$ cat config.mk
export PLATFORM = sky130hd
export DESIGN_NAME = slcan_line_to_can_frame_unit_flat
export DESIGN_NICKNAME = d
export VERILOG_FILES = /design/src/hw/rtl/slcan_pkg.sv /design/src/hw/rtl/slcan_char_if.sv /design/src/hw/rtl/slcan_frame_if.sv /design/src/hw/rtl/slcan_line_to_can_frame_unit.sv /design/src/flat_wrapper.sv
export SDC_FILE = /design/constraint.sdc
export NUM_CORES = 1
export LEC_CHECK = 0
export ABC_AREA = 1
export ABC_CLOCK_PERIOD_IN_PS = 19800
export BUFFER_PORTS_ARGS = -buffer_cell sky130_fd_sc_hd__buf_4
export CAP_MARGIN = 20
export CORE_MARGIN = 2
export CORE_UTILIZATION = 65
export CTS_CLUSTER_SIZE = 8
export DETAILED_ROUTE_END_ITERATION = 7
export PLACE_DENSITY_LB_ADDON = 0.1
export SLEW_MARGIN = 20
export SYNTH_ARGS = -nofsm -noshare
export SYNTH_HDL_FRONTEND = slang
export SYNTH_SLANG_ARGS = --single-unit
export TNS_END_PERCENT = 10
$ cat constraint.sdc
create_clock -name clk -period 19.8 [get_ports clk]
set_input_delay 1.98 -clock clk [delete_from_list [all_inputs] [get_ports clk]]
set_output_delay 1.98 -clock clk [all_outputs]
set_load 0.01 [all_outputs]
$ cat src/hw/rtl/slcan_pkg.sv
// Shared types, constants and helper functions for the serial-line CAN frame parser.
`default_nettype none

package slcan_pkg;

	// Frame kind selected by the first character of a line.
	typedef enum logic [2:0] {
		KindNone   = 3'd0,
		KindStd    = 3'd1,
		KindExt    = 3'd2,
		KindStdRtr = 3'd3,
		KindExtRtr = 3'd4,
		KindErr    = 3'd5
	} kind_t;

	// Error kind reported for error frames.
	typedef enum logic [2:0] {
		ErrNone    = 3'd0,
		ErrBit     = 3'd1,
		ErrStuff   = 3'd2,
		ErrForm    = 3'd3,
		ErrAck     = 3'd4,
		ErrCrc     = 3'd5,
		ErrBusOff  = 3'd6,
		ErrPassive = 3'd7
	} err_kind_t;

	localparam logic [7:0] ChStd    = 8'h74; // t
	localparam logic [7:0] ChExt    = 8'h54; // T
	localparam logic [7:0] ChStdRtr = 8'h72; // r
	localparam logic [7:0] ChExtRtr = 8'h52; // R
	localparam logic [7:0] ChErr    = 8'h46; // F
	localparam logic [7:0] ChCr     = 8'h0D;

	localparam logic [3:0]  MaxDataBytes = 4'd8;
	localparam logic [3:0]  StdIdDigits  = 4'd3;
	localparam logic [3:0]  ExtIdDigits  = 4'd8;
	localparam logic [31:0] StdIdMax     = 32'h0000_07FF;
	localparam logic [31:0] ExtIdMax     = 32'h1FFF_FFFF;
	localparam logic [6:0]  ErrLineMin   = 7'd9;
	localparam logic [25:0] TsScale      = 26'd1000;
	localparam logic [5:0]  PosMax       = 6'd63;

	// Nibble value of a hex digit in bits 3:0; bit 4 set when the byte is no hex digit.
	function automatic logic [4:0] hex_nibble(input logic [7:0] c);
		logic [4:0] v;
		if (c >= 8'h30 && c <= 8'h39) begin
			v = {1'b0, c[3:0]};
		end else if ((c >= 8'h41 && c <= 8'h46) || (c >= 8'h61 && c <= 8'h66)) begin
			v = {1'b0, c[3:0] + 4'd9};
		end else begin
			v = 5'h10;
		end
		return v;
	endfunction

	function automatic logic is_digit(input logic [7:0] c);
		return (c >= 8'h30 && c <= 8'h39);
	endfunction

endpackage

`default_nettype wire

$ cat src/hw/rtl/slcan_char_if.sv
// Character channel: one ASCII byte of a line with its end-of-line mark.
`default_nettype none

interface slcan_char_if;
	logic       valid;
	logic       ready;
	logic [7:0] character;
	logic       end_of_line;

	modport source (output valid, output character, output end_of_line, input ready);
	modport sink   (input valid, input character, input end_of_line, output ready);
endinterface

`default_nettype wire

$ cat src/hw/rtl/slcan_frame_if.sv
// Frame channel: one parsed frame result per line.
`default_nettype none

interface slcan_frame_if;
	logic        valid;
	logic        ready;
	logic        frame_ok;
	logic        is_error_frame;
	logic        is_extended;
	logic        is_remote;
	logic [31:0] ident;
	logic [3:0]  data_length;
	logic [63:0] payload;
	logic        timestamp_present;
	logic [25:0] stamp_usec;
	logic [2:0]  error_kind;

	modport source (
		output valid, output frame_ok, output is_error_frame, output is_extended,
		output is_remote, output ident, output data_length, output payload,
		output timestamp_present, output stamp_usec, output error_kind,
		input ready
	);
	modport sink (
		input valid, input frame_ok, input is_error_frame, input is_extended,
		input is_remote, input ident, input data_length, input payload,
		input timestamp_present, input stamp_usec, input error_kind,
		output ready
	);
endinterface

`default_nettype wire

$ cat src/hw/rtl/slcan_line_to_can_frame_unit.sv
// Top level: parses serial-line CAN text lines, one character per cycle, into frames.
//
// Channel  Dir  Payload                                    Moves per request
// chars    in   character[7:0], end_of_line                one byte of a line
// frames   out  frame_ok .. error_kind (ten fields)        one parsed frame per line
//
// One character is taken per clock while no line end waits in the input register; the line
// state updates from the input register. A frame result is loaded into the output register at
// the same edge at which its last character leaves the input register, and is offered from there.
// Reset clears the line state and empties both registers.
// Only a line-ending character waits in the input register while a result is not taken;
// other characters keep flowing while the output is stalled.
`default_nettype none

module slcan_line_to_can_frame_unit #(
	parameter logic [3:0] MaxDataBytes = slcan_pkg::MaxDataBytes
) (
	input wire logic      clk,
	input wire logic      arst_n,
	slcan_char_if.sink    chars,
	slcan_frame_if.source frames
);

	typedef struct packed {
		logic        frame_ok;
		logic        is_error_frame;
		logic        is_extended;
		logic        is_remote;
		logic [31:0] ident;
		logic [3:0]  data_length;
		logic [63:0] payload;
		logic        timestamp_present;
		logic [25:0] stamp_usec;
		logic [2:0]  error_kind;
	} result_t;

	// Input register
	logic       valid_s1;
	logic [7:0] char_s1;
	logic       eol_s1;

	// Line state
	logic [5:0]           pos_q;
	slcan_pkg::kind_t     kind_q;
	logic [31:0]          ident_q;
	logic [3:0]           len_q;
	logic [63:0]          pay_q;
	logic                 fault_q;
	logic [31:0]          win_q;

	// Output register
	logic    out_valid_q;
	result_t res_q;

	slcan_pkg::kind_t kind_d;
	logic [31:0]      ident_d;
	logic [3:0]       len_d;
	logic [63:0]      pay_d;
	logic             fault_d;
	result_t          res_d;

	logic       advance;
	logic [4:0] v;
	logic [6:0] pos_x;
	logic [6:0] nid;
	logic       remote;
	logic [6:0] off;
	logic [3:0] nib_idx;
	logic [6:0] line_len;
	logic       ok;
	logic       is_err;
	logic       is_ext;
	logic       is_rtr;
	logic [31:0] ts_chars;
	logic [4:0]  ts_nib [4];
	logic        ts_ok;
	logic [15:0] ts_ms;
	logic [2:0]  ekind;

	assign advance      = valid_s1 && (!eol_s1 || !out_valid_q || frames.ready);
	assign chars.ready  = !valid_s1 || advance;

	always_ff @(posedge clk or negedge arst_n) begin
		if (!arst_n) begin
			valid_s1 <= 1'b0;
			char_s1  <= '0;
			eol_s1   <= 1'b0;
		end else if (chars.ready) begin
			valid_s1 <= chars.valid;
			char_s1  <= chars.character;
			eol_s1   <= chars.end_of_line;
		end
	end

	// Per-character update of the line state.
	always_comb begin
		kind_d  = kind_q;
		ident_d = ident_q;
		len_d   = len_q;
		pay_d   = pay_q;
		fault_d = fault_q;
		v       = slcan_pkg::hex_nibble(char_s1);
		pos_x   = {1'b0, pos_q};
		nid     = (kind_q == slcan_pkg::KindStd || kind_q == slcan_pkg::KindStdRtr)
			? {3'd0, slcan_pkg::StdIdDigits} : {3'd0, slcan_pkg::ExtIdDigits};
		remote  = (kind_q == slcan_pkg::KindStdRtr || kind_q == slcan_pkg::KindExtRtr);
		off     = pos_x - (nid + 7'd2);
		nib_idx = {off[3:1], ~off[0]};
		if (pos_q == 6'd0) begin
			case (char_s1)
				slcan_pkg::ChStd:    kind_d = slcan_pkg::KindStd;
				slcan_pkg::ChExt:    kind_d = slcan_pkg::KindExt;
				slcan_pkg::ChStdRtr: kind_d = slcan_pkg::KindStdRtr;
				slcan_pkg::ChExtRtr: kind_d = slcan_pkg::KindExtRtr;
				slcan_pkg::ChErr:    kind_d = slcan_pkg::KindErr;
				default: begin
					kind_d  = slcan_pkg::KindNone;
					fault_d = 1'b1;
				end
			endcase
		end else if (kind_q != slcan_pkg::KindNone) begin
			if (pos_x <= nid) begin
				if (v[4]) begin
					fault_d = 1'b1;
				end else begin
					ident_d = {ident_q[27:0], v[3:0]};
				end
			end else if (kind_q != slcan_pkg::KindErr) begin
				if (pos_x == nid + 7'd1) begin
					if (slcan_pkg::is_digit(char_s1)) begin
						len_d = char_s1[3:0];
						if (char_s1[3:0] > MaxDataBytes) begin
							fault_d = 1'b1;
						end
					end else begin
						fault_d = 1'b1;
					end
				end else if (!remote && len_q <= MaxDataBytes &&
					pos_x >= nid + 7'd2 && pos_x < nid + 7'd2 + {2'd0, len_q, 1'b0}) begin
					if (v[4]) begin
						fault_d = 1'b1;
					end else begin
						for (int i = 0; i < 16; i++) begin
							if (nib_idx == 4'(i)) begin
								pay_d[4*i +: 4] = pay_q[4*i +: 4] | v[3:0];
							end
						end
					end
				end
			end
		end
	end

	// Line-end evaluation on the updated state.
	always_comb begin
		line_len = pos_x + 7'd1;
		is_err   = (kind_d == slcan_pkg::KindErr);
		is_ext   = (kind_d == slcan_pkg::KindExt || kind_d == slcan_pkg::KindExtRtr);
		is_rtr   = (kind_d == slcan_pkg::KindStdRtr || kind_d == slcan_pkg::KindExtRtr);
		ok       = !fault_d && kind_d != slcan_pkg::KindNone;
		if (is_err) begin
			if (line_len < slcan_pkg::ErrLineMin) begin
				ok = 1'b0;
			end
		end else begin
			if (is_ext) begin
				if (line_len < {3'd0, slcan_pkg::ExtIdDigits} + 7'd2) ok = 1'b0;
				if (!is_rtr && line_len < {3'd0, slcan_pkg::ExtIdDigits} + 7'd2 +
					{2'd0, len_d, 1'b0}) ok = 1'b0;
				if (ident_d > slcan_pkg::ExtIdMax) ok = 1'b0;
			end else begin
				if (line_len < {3'd0, slcan_pkg::StdIdDigits} + 7'd2) ok = 1'b0;
				if (!is_rtr && line_len < {3'd0, slcan_pkg::StdIdDigits} + 7'd2 +
					{2'd0, len_d, 1'b0}) ok = 1'b0;
				if (ident_d > slcan_pkg::StdIdMax) ok = 1'b0;
			end
		end

		// Lowest set code bit among bits 0..6 names the error kind.
		ekind = slcan_pkg::ErrNone;
		for (int i = 6; i >= 0; i--) begin
			if (ident_d[i]) begin
				ekind = 3'(i + 1);
			end
		end

		// Timestamp: last four characters, skipping one final carriage return.
		// Window bytes that never held a character are zero and so never hex.
		ts_chars = (char_s1 == slcan_pkg::ChCr) ? win_q : {win_q[23:0], char_s1};
		for (int i = 0; i < 4; i++) begin
			ts_nib[i] = slcan_pkg::hex_nibble(ts_chars[8*(3-i) +: 8]);
		end
		ts_ok = ok && !is_err && !ts_nib[0][4] && !ts_nib[1][4] && !ts_nib[2][4]
			&& !ts_nib[3][4];
		ts_ms = ts_ok ? {ts_nib[0][3:0], ts_nib[1][3:0], ts_nib[2][3:0], ts_nib[3][3:0]}
			: 16'd0;

		res_d.frame_ok          = ok;
		res_d.is_error_frame    = ok && is_err;
		res_d.is_extended       = ok && is_ext;
		res_d.is_remote         = ok && is_rtr;
		res_d.ident             = ok ? ident_d : 32'd0;
		res_d.data_length       = (ok && !is_err) ? len_d : 4'd0;
		res_d.payload           = (ok && !is_err && !is_rtr) ? pay_d : 64'd0;
		res_d.timestamp_present = ts_ok;
		res_d.stamp_usec        = {10'd0, ts_ms} * slcan_pkg::TsScale;
		res_d.error_kind        = (ok && is_err) ? ekind : 3'(slcan_pkg::ErrNone);
	end

	always_ff @(posedge clk or negedge arst_n) begin
		if (!arst_n) begin
			pos_q   <= '0;
			kind_q  <= slcan_pkg::KindNone;
			ident_q <= '0;
			len_q   <= '0;
			pay_q   <= '0;
			fault_q <= 1'b0;
			win_q   <= '0;
		end else if (advance) begin
			if (eol_s1) begin
				pos_q   <= '0;
				kind_q  <= slcan_pkg::KindNone;
				ident_q <= '0;
				len_q   <= '0;
				pay_q   <= '0;
				fault_q <= 1'b0;
				win_q   <= '0;
			end else begin
				pos_q   <= (pos_q == slcan_pkg::PosMax) ? slcan_pkg::PosMax : pos_q + 6'd1;
				kind_q  <= kind_d;
				ident_q <= ident_d;
				len_q   <= len_d;
				pay_q   <= pay_d;
				fault_q <= fault_d;
				win_q   <= {win_q[23:0], char_s1};
			end
		end
	end

	always_ff @(posedge clk or negedge arst_n) begin
		if (!arst_n) begin
			out_valid_q <= 1'b0;
		end else if (advance && eol_s1) begin
			out_valid_q <= 1'b1;
		end else if (frames.ready) begin
			out_valid_q <= 1'b0;
		end
	end

	always_ff @(posedge clk) begin
		if (advance && eol_s1) begin
			res_q <= res_d;
		end
	end

	assign frames.valid             = out_valid_q;
	assign frames.frame_ok          = res_q.frame_ok;
	assign frames.is_error_frame    = res_q.is_error_frame;
	assign frames.is_extended       = res_q.is_extended;
	assign frames.is_remote         = res_q.is_remote;
	assign frames.ident             = res_q.ident;
	assign frames.data_length       = res_q.data_length;
	assign frames.payload           = res_q.payload;
	assign frames.timestamp_present = res_q.timestamp_present;
	assign frames.stamp_usec        = res_q.stamp_usec;
	assign frames.error_kind        = res_q.error_kind;

	// A rejected line carries no frame content.
	a_bad_line_empty: assert property (@(posedge clk) disable iff (!arst_n)
		out_valid_q && !res_q.frame_ok |-> res_q.ident == 32'd0 && res_q.payload == 64'd0
		&& !res_q.timestamp_present && res_q.error_kind == slcan_pkg::ErrNone)
		else $error("rejected line carries frame fields");

	a_ts_zero: assert property (@(posedge clk) disable iff (!arst_n)
		out_valid_q && !res_q.timestamp_present |-> res_q.stamp_usec == 26'd0)
		else $error("timestamp value without timestamp");

	a_err_frame_fields: assert property (@(posedge clk) disable iff (!arst_n)
		out_valid_q && res_q.is_error_frame |-> res_q.data_length == 4'd0
		&& !res_q.timestamp_present && !res_q.is_remote)
		else $error("error frame with data fields");

	a_line_cleared: assert property (@(posedge clk) disable iff (!arst_n)
		advance && eol_s1 |=> pos_q == 6'd0 && kind_q == slcan_pkg::KindNone && !fault_q)
		else $error("line state not cleared after line end");

	a_stall_cause: assert property (@(posedge clk) disable iff (!arst_n)
		!chars.ready |-> valid_s1 && eol_s1 && out_valid_q && !frames.ready)
		else $error("input stalled without a pending line end");

endmodule

`default_nettype wire
$ cat src/flat_wrapper.sv
// flat-port wrapper written by rule: the top's interface ports become plain ports
module slcan_line_to_can_frame_unit_flat 
#(
	parameter logic [3:0] MaxDataBytes = slcan_pkg::MaxDataBytes
)
  (clk, arst_n, chars_valid, chars_character, chars_end_of_line, chars_ready, frames_valid, frames_frame_ok, frames_is_error_frame, frames_is_extended, frames_is_remote, frames_ident, frames_data_length, frames_payload, frames_timestamp_present, frames_stamp_usec, frames_error_kind, frames_ready);
  slcan_char_if chars_i ();
  slcan_frame_if frames_i ();
  input wire logic clk;
  input wire logic arst_n;
  input wire logic [$bits(chars_i.valid)-1:0] chars_valid;
  input wire logic [$bits(chars_i.character)-1:0] chars_character;
  input wire logic [$bits(chars_i.end_of_line)-1:0] chars_end_of_line;
  output wire logic [$bits(chars_i.ready)-1:0] chars_ready;
  output wire logic [$bits(frames_i.valid)-1:0] frames_valid;
  output wire logic [$bits(frames_i.frame_ok)-1:0] frames_frame_ok;
  output wire logic [$bits(frames_i.is_error_frame)-1:0] frames_is_error_frame;
  output wire logic [$bits(frames_i.is_extended)-1:0] frames_is_extended;
  output wire logic [$bits(frames_i.is_remote)-1:0] frames_is_remote;
  output wire logic [$bits(frames_i.ident)-1:0] frames_ident;
  output wire logic [$bits(frames_i.data_length)-1:0] frames_data_length;
  output wire logic [$bits(frames_i.payload)-1:0] frames_payload;
  output wire logic [$bits(frames_i.timestamp_present)-1:0] frames_timestamp_present;
  output wire logic [$bits(frames_i.stamp_usec)-1:0] frames_stamp_usec;
  output wire logic [$bits(frames_i.error_kind)-1:0] frames_error_kind;
  input wire logic [$bits(frames_i.ready)-1:0] frames_ready;
  assign chars_i.valid = chars_valid;
  assign chars_i.character = chars_character;
  assign chars_i.end_of_line = chars_end_of_line;
  assign chars_ready = chars_i.ready;
  assign frames_valid = frames_i.valid;
  assign frames_frame_ok = frames_i.frame_ok;
  assign frames_is_error_frame = frames_i.is_error_frame;
  assign frames_is_extended = frames_i.is_extended;
  assign frames_is_remote = frames_i.is_remote;
  assign frames_ident = frames_i.ident;
  assign frames_data_length = frames_i.data_length;
  assign frames_payload = frames_i.payload;
  assign frames_timestamp_present = frames_i.timestamp_present;
  assign frames_stamp_usec = frames_i.stamp_usec;
  assign frames_error_kind = frames_i.error_kind;
  assign frames_i.ready = frames_ready;
  slcan_line_to_can_frame_unit #(.MaxDataBytes(MaxDataBytes)) u_core (.clk(clk), .arst_n(arst_n), .chars(chars_i), .frames(frames_i));
endmodule
==> results.ini <==
[placement]
dp.cells = 2210
portBuffers = 145
dp_hpwl_um = 27600
place_congestion = 0.914
place_area_um2 = 17900
dp_slack_ps = 9740

[die]
fp.coreArea_um2 = 25200
pin_count = 149
die_x_um = 164
rows = 58
fp.dieH_um = 164
start_util_pct = 66.1
die_area_um2 = 26900

[global_route]
grt_pass1_wl_um = 64800
grt_start_max_net_pins = 108
grt_pass1_vias = 12900
antenna_found_initial = 0
track_usage_pct = 30.3
grt_overflow_total = 0

[logic_synthesis]
syn_area_per_cell_um2 = 9.29
yosys.area_share.adder_pct = 14.2
yosysWarnings = 0
synth.distinct_cells = 51
synth_cells = 1792
seq_area_frac_synth_pct = 46.6
synth.cell_area_um2 = 16700
synth_compound_area_share_pct = 12.3
synth_top_family_by_area = simple AND/OR/NAND/NOR gates
synth_xor_xnor_area_share_pct = 2.21
synth_mux_area_share_pct = 0
ys_ff_latch = 284
synth-simple-area-share_pct = 16.2

[power]
pwr-share-comb_pct = 16.8
irDropWorstVdd_uv = 80.0
power.density_nw_per_um2 = 82.6
seqPwrFrac_pct = 42.0
p_sw_mw = 0.462
p_clk_share_pct = 41.2
swShare_pct = 29.3
power.leakage_nw = 8.88
p_int_mw = 1.11

[clocking]
numCtsBuffers = 41
cts_tree = built
clockBufferDepth = 3
clkLatencyLatePin_ps = 540
htree_levels = 2
cts_resized = 0
ctsHoldBuffers = 0
clk_pin_slew_worst_paths_ps = 60
numClockSinks = 284
cts_root_buf = clkbuf_16
postCtsSetupBuffers = 0

[min_path]
min_path_type = flop to flop
whs_path_depth = 2
hold-path-endpoint = u_core.win_q[28]
hp-start = u_core.win_q[28]

[finish]
drive_gt1_share_pct = 14.4
area_growth_pct = 14.5
fillerInstances = 1803
diodes = 0
final_common_cell = nand2_1
instances_no_fill = 2281
final_area_um2 = 19100
nNetsFinal = 2092
mostFrequentLayoutCells = nand2_1 (256), inv_1 (240), nor2_1 (222)

[sta]
fmax_ghz = 0.0990
fin_worst_skew_ps = 16.5
tightestPinTransition_ps = 1100
rsz0062_at_grt = false
finalHoldViolCount = 0
layout_setup_ws_ps = 9700
finalSetupViolations = 0
fin_crit_ps = 10100
fin_tns_setup_ps = 0
slew_headroom_pct = 26.4
finalCritPeriodShare_pct = 51.0
drv_slew = 0

[worst_setup_path]
worstPathRequired_ps = 20080
reg2reg_slack_ps = 9700
reg2reg_from = u_core.kind_q[0]
crit_top_cell = inv_1
crit_type = flop to flop
timing.rr.end = u_core.frames.stamp_usec[23]
critPathLaunchType = flop
critical_path.max_stage_delay_ps = 550
crit_fanout = 12
reg2reg_depth = 45
end_kind = flop
arrival_ps = 10380
slowest_stage = fa_1

[routing]
vias_per_cell = 5.78
first_pass_iters = 6
vias = 13200
drc = 0
wl_um = 40100
final_antenna_net_count = 0
wire_per_inst_um = 17.6
drtIter0Drc = 1407

[run]
maxCapViolCount = 0

[outcome]
status = finished clean

## how the worst max path moves through the flow
stage                                 from                            to  slack (ps)  depth (start not counted)
after global routing      u_core.kind_q[0]  u_core.frames.stamp_usec[23]        8720                         45
after CTS                 u_core.kind_q[0]  u_core.frames.stamp_usec[23]        9720                         45
after floorplan           u_core.kind_q[0]  u_core.frames.stamp_usec[23]       11140                         46
after global placement    u_core.kind_q[0]  u_core.frames.stamp_usec[23]       10040                         46
after detailed placement  u_core.kind_q[0]  u_core.frames.stamp_usec[23]        9740                         45
final                     u_core.kind_q[0]  u_core.frames.stamp_usec[23]        9700                         45
## power groups by stage
stage	Sequential (mW)	Clock, mW	Combinational, mW
2_1_floorplan	0.675	0	0.172
3_3_place_gp	0.670	0	0.256
3_5_place_dp	0.671	0	0.260
4_1_cts	0.661	0.656	0.262
5_1_grt	0.663	0.684	0.294
6_report	0.661	0.649	0.265
## area by class of cell
cell class	count	area, um^2	area share (%)
Inverter	266	1010	5.28
Multi-Input combinational cell	1175	7510	39.4
Clock buffer	68	1140	5.97
Clock inverter	3	66.3	0.348
Timing Repair Buffer	155	1170	6.12
Tap cell	330	413	2.17
Sequential cell	284	7760	40.7
## cell usage after synthesis (all sizes together)
master,instances,area share (%)
inv,265,6.0
nand4,28,1.1
a31oi,67,2.5
xnor2,11,0.58
o31ai,3,0.14
or2,1,0.038
a21oi,38,1.1
clkinv,1,0.053
fa,56,6.7
dfrtp,153,23
a211oi,1,0.045
nand2,263,6.1
xor2,31,1.6
clkbuf,36,0.81
nor4,7,0.30
a21boi,4,0.18
nor2,260,6.8
edfxtp,131,24
nand3b,4,0.18
o211ai,3,0.14
nor3,12,0.36
conb,1,0.023
nor3b,1,0.045
nand3,37,1.2
a31o,1,0.053
o21ai,161,4.9
ha,100,7.5
o21a,6,0.27
buf,33,1.6
o2111ai,1,0.053
a22o,1,0.053
a21o,4,0.18
a221oi,1,0.053
o21bai,1,0.045
o22ai,67,2.5
and2,2,0.075
## worst max-delay path: cells and delay by family, from the launching register on
kind | cells | cell delay (ps)
flip-flops | 1 | 340
buffers and inverters | 11 | 1110
AND/OR/NAND/NOR | 13 | 2200
adder cells (fa/ha/maj) | 8 | 3320
AO/OA/AOI/OAI | 13 | 2880
## kinds of logic (layout without fill, tap and decap cells)
family / count (synthesis) / in the layout
other: 1 / 3
and+or+nand+nor: 615 / 615
AOI/OAI and AO/OA: 359 / 359
buffers and inverters: 335 / 492
DFF: 284 / 284
adders and majority gates: 156 / 156
xor gates and xnor gates: 42 / 42
## sequential cells by signal, indices dropped and copies added (netlist names), 3 cells and up
| register | flops |
|---|---|
| u_core.frames.payload | 64 |
| u_core.pos_q | 6 |
| u_core.pay_q | 64 |
| u_core.win_q | 32 |
| u_core.char_s1 | 8 |
| u_core.frames.error_kind | 3 |
| u_core.frames.ident | 32 |
| u_core.frames.data_length | 4 |
| u_core.ident_q | 32 |
| u_core.kind_q | 3 |
| u_core.len_q | 4 |
| u_core.frames.stamp_usec | 23 |
## routing by layer
| metal | part of all wire [%] | vias up | GRT usage (%) |
|---|---|---|---|
| li1 | - | 6221 | - |
| met1 | 43 | 6362 | 43.1 |
| met2 | 47 | 528 | 48.9 |
| met3 | 7.0 | 80 | 4.42 |
| met4 | 2.5 | 0 | 9.01 |
| met5 | 0 | - | 0 |
## through the flow
step           total power, mW  hold slack, ps  util (%)
3_5_place_dp             0.931             474      70.9
6_report                  1.58             480      75.7
3_3_place_gp             0.926             469      70.9
4_1_cts                   1.58             486      75.7
5_1_grt                   1.64             519      75.7
2_1_floorplan            0.847             453         -
Note: power is estimated with default switching activity, not from simulation.
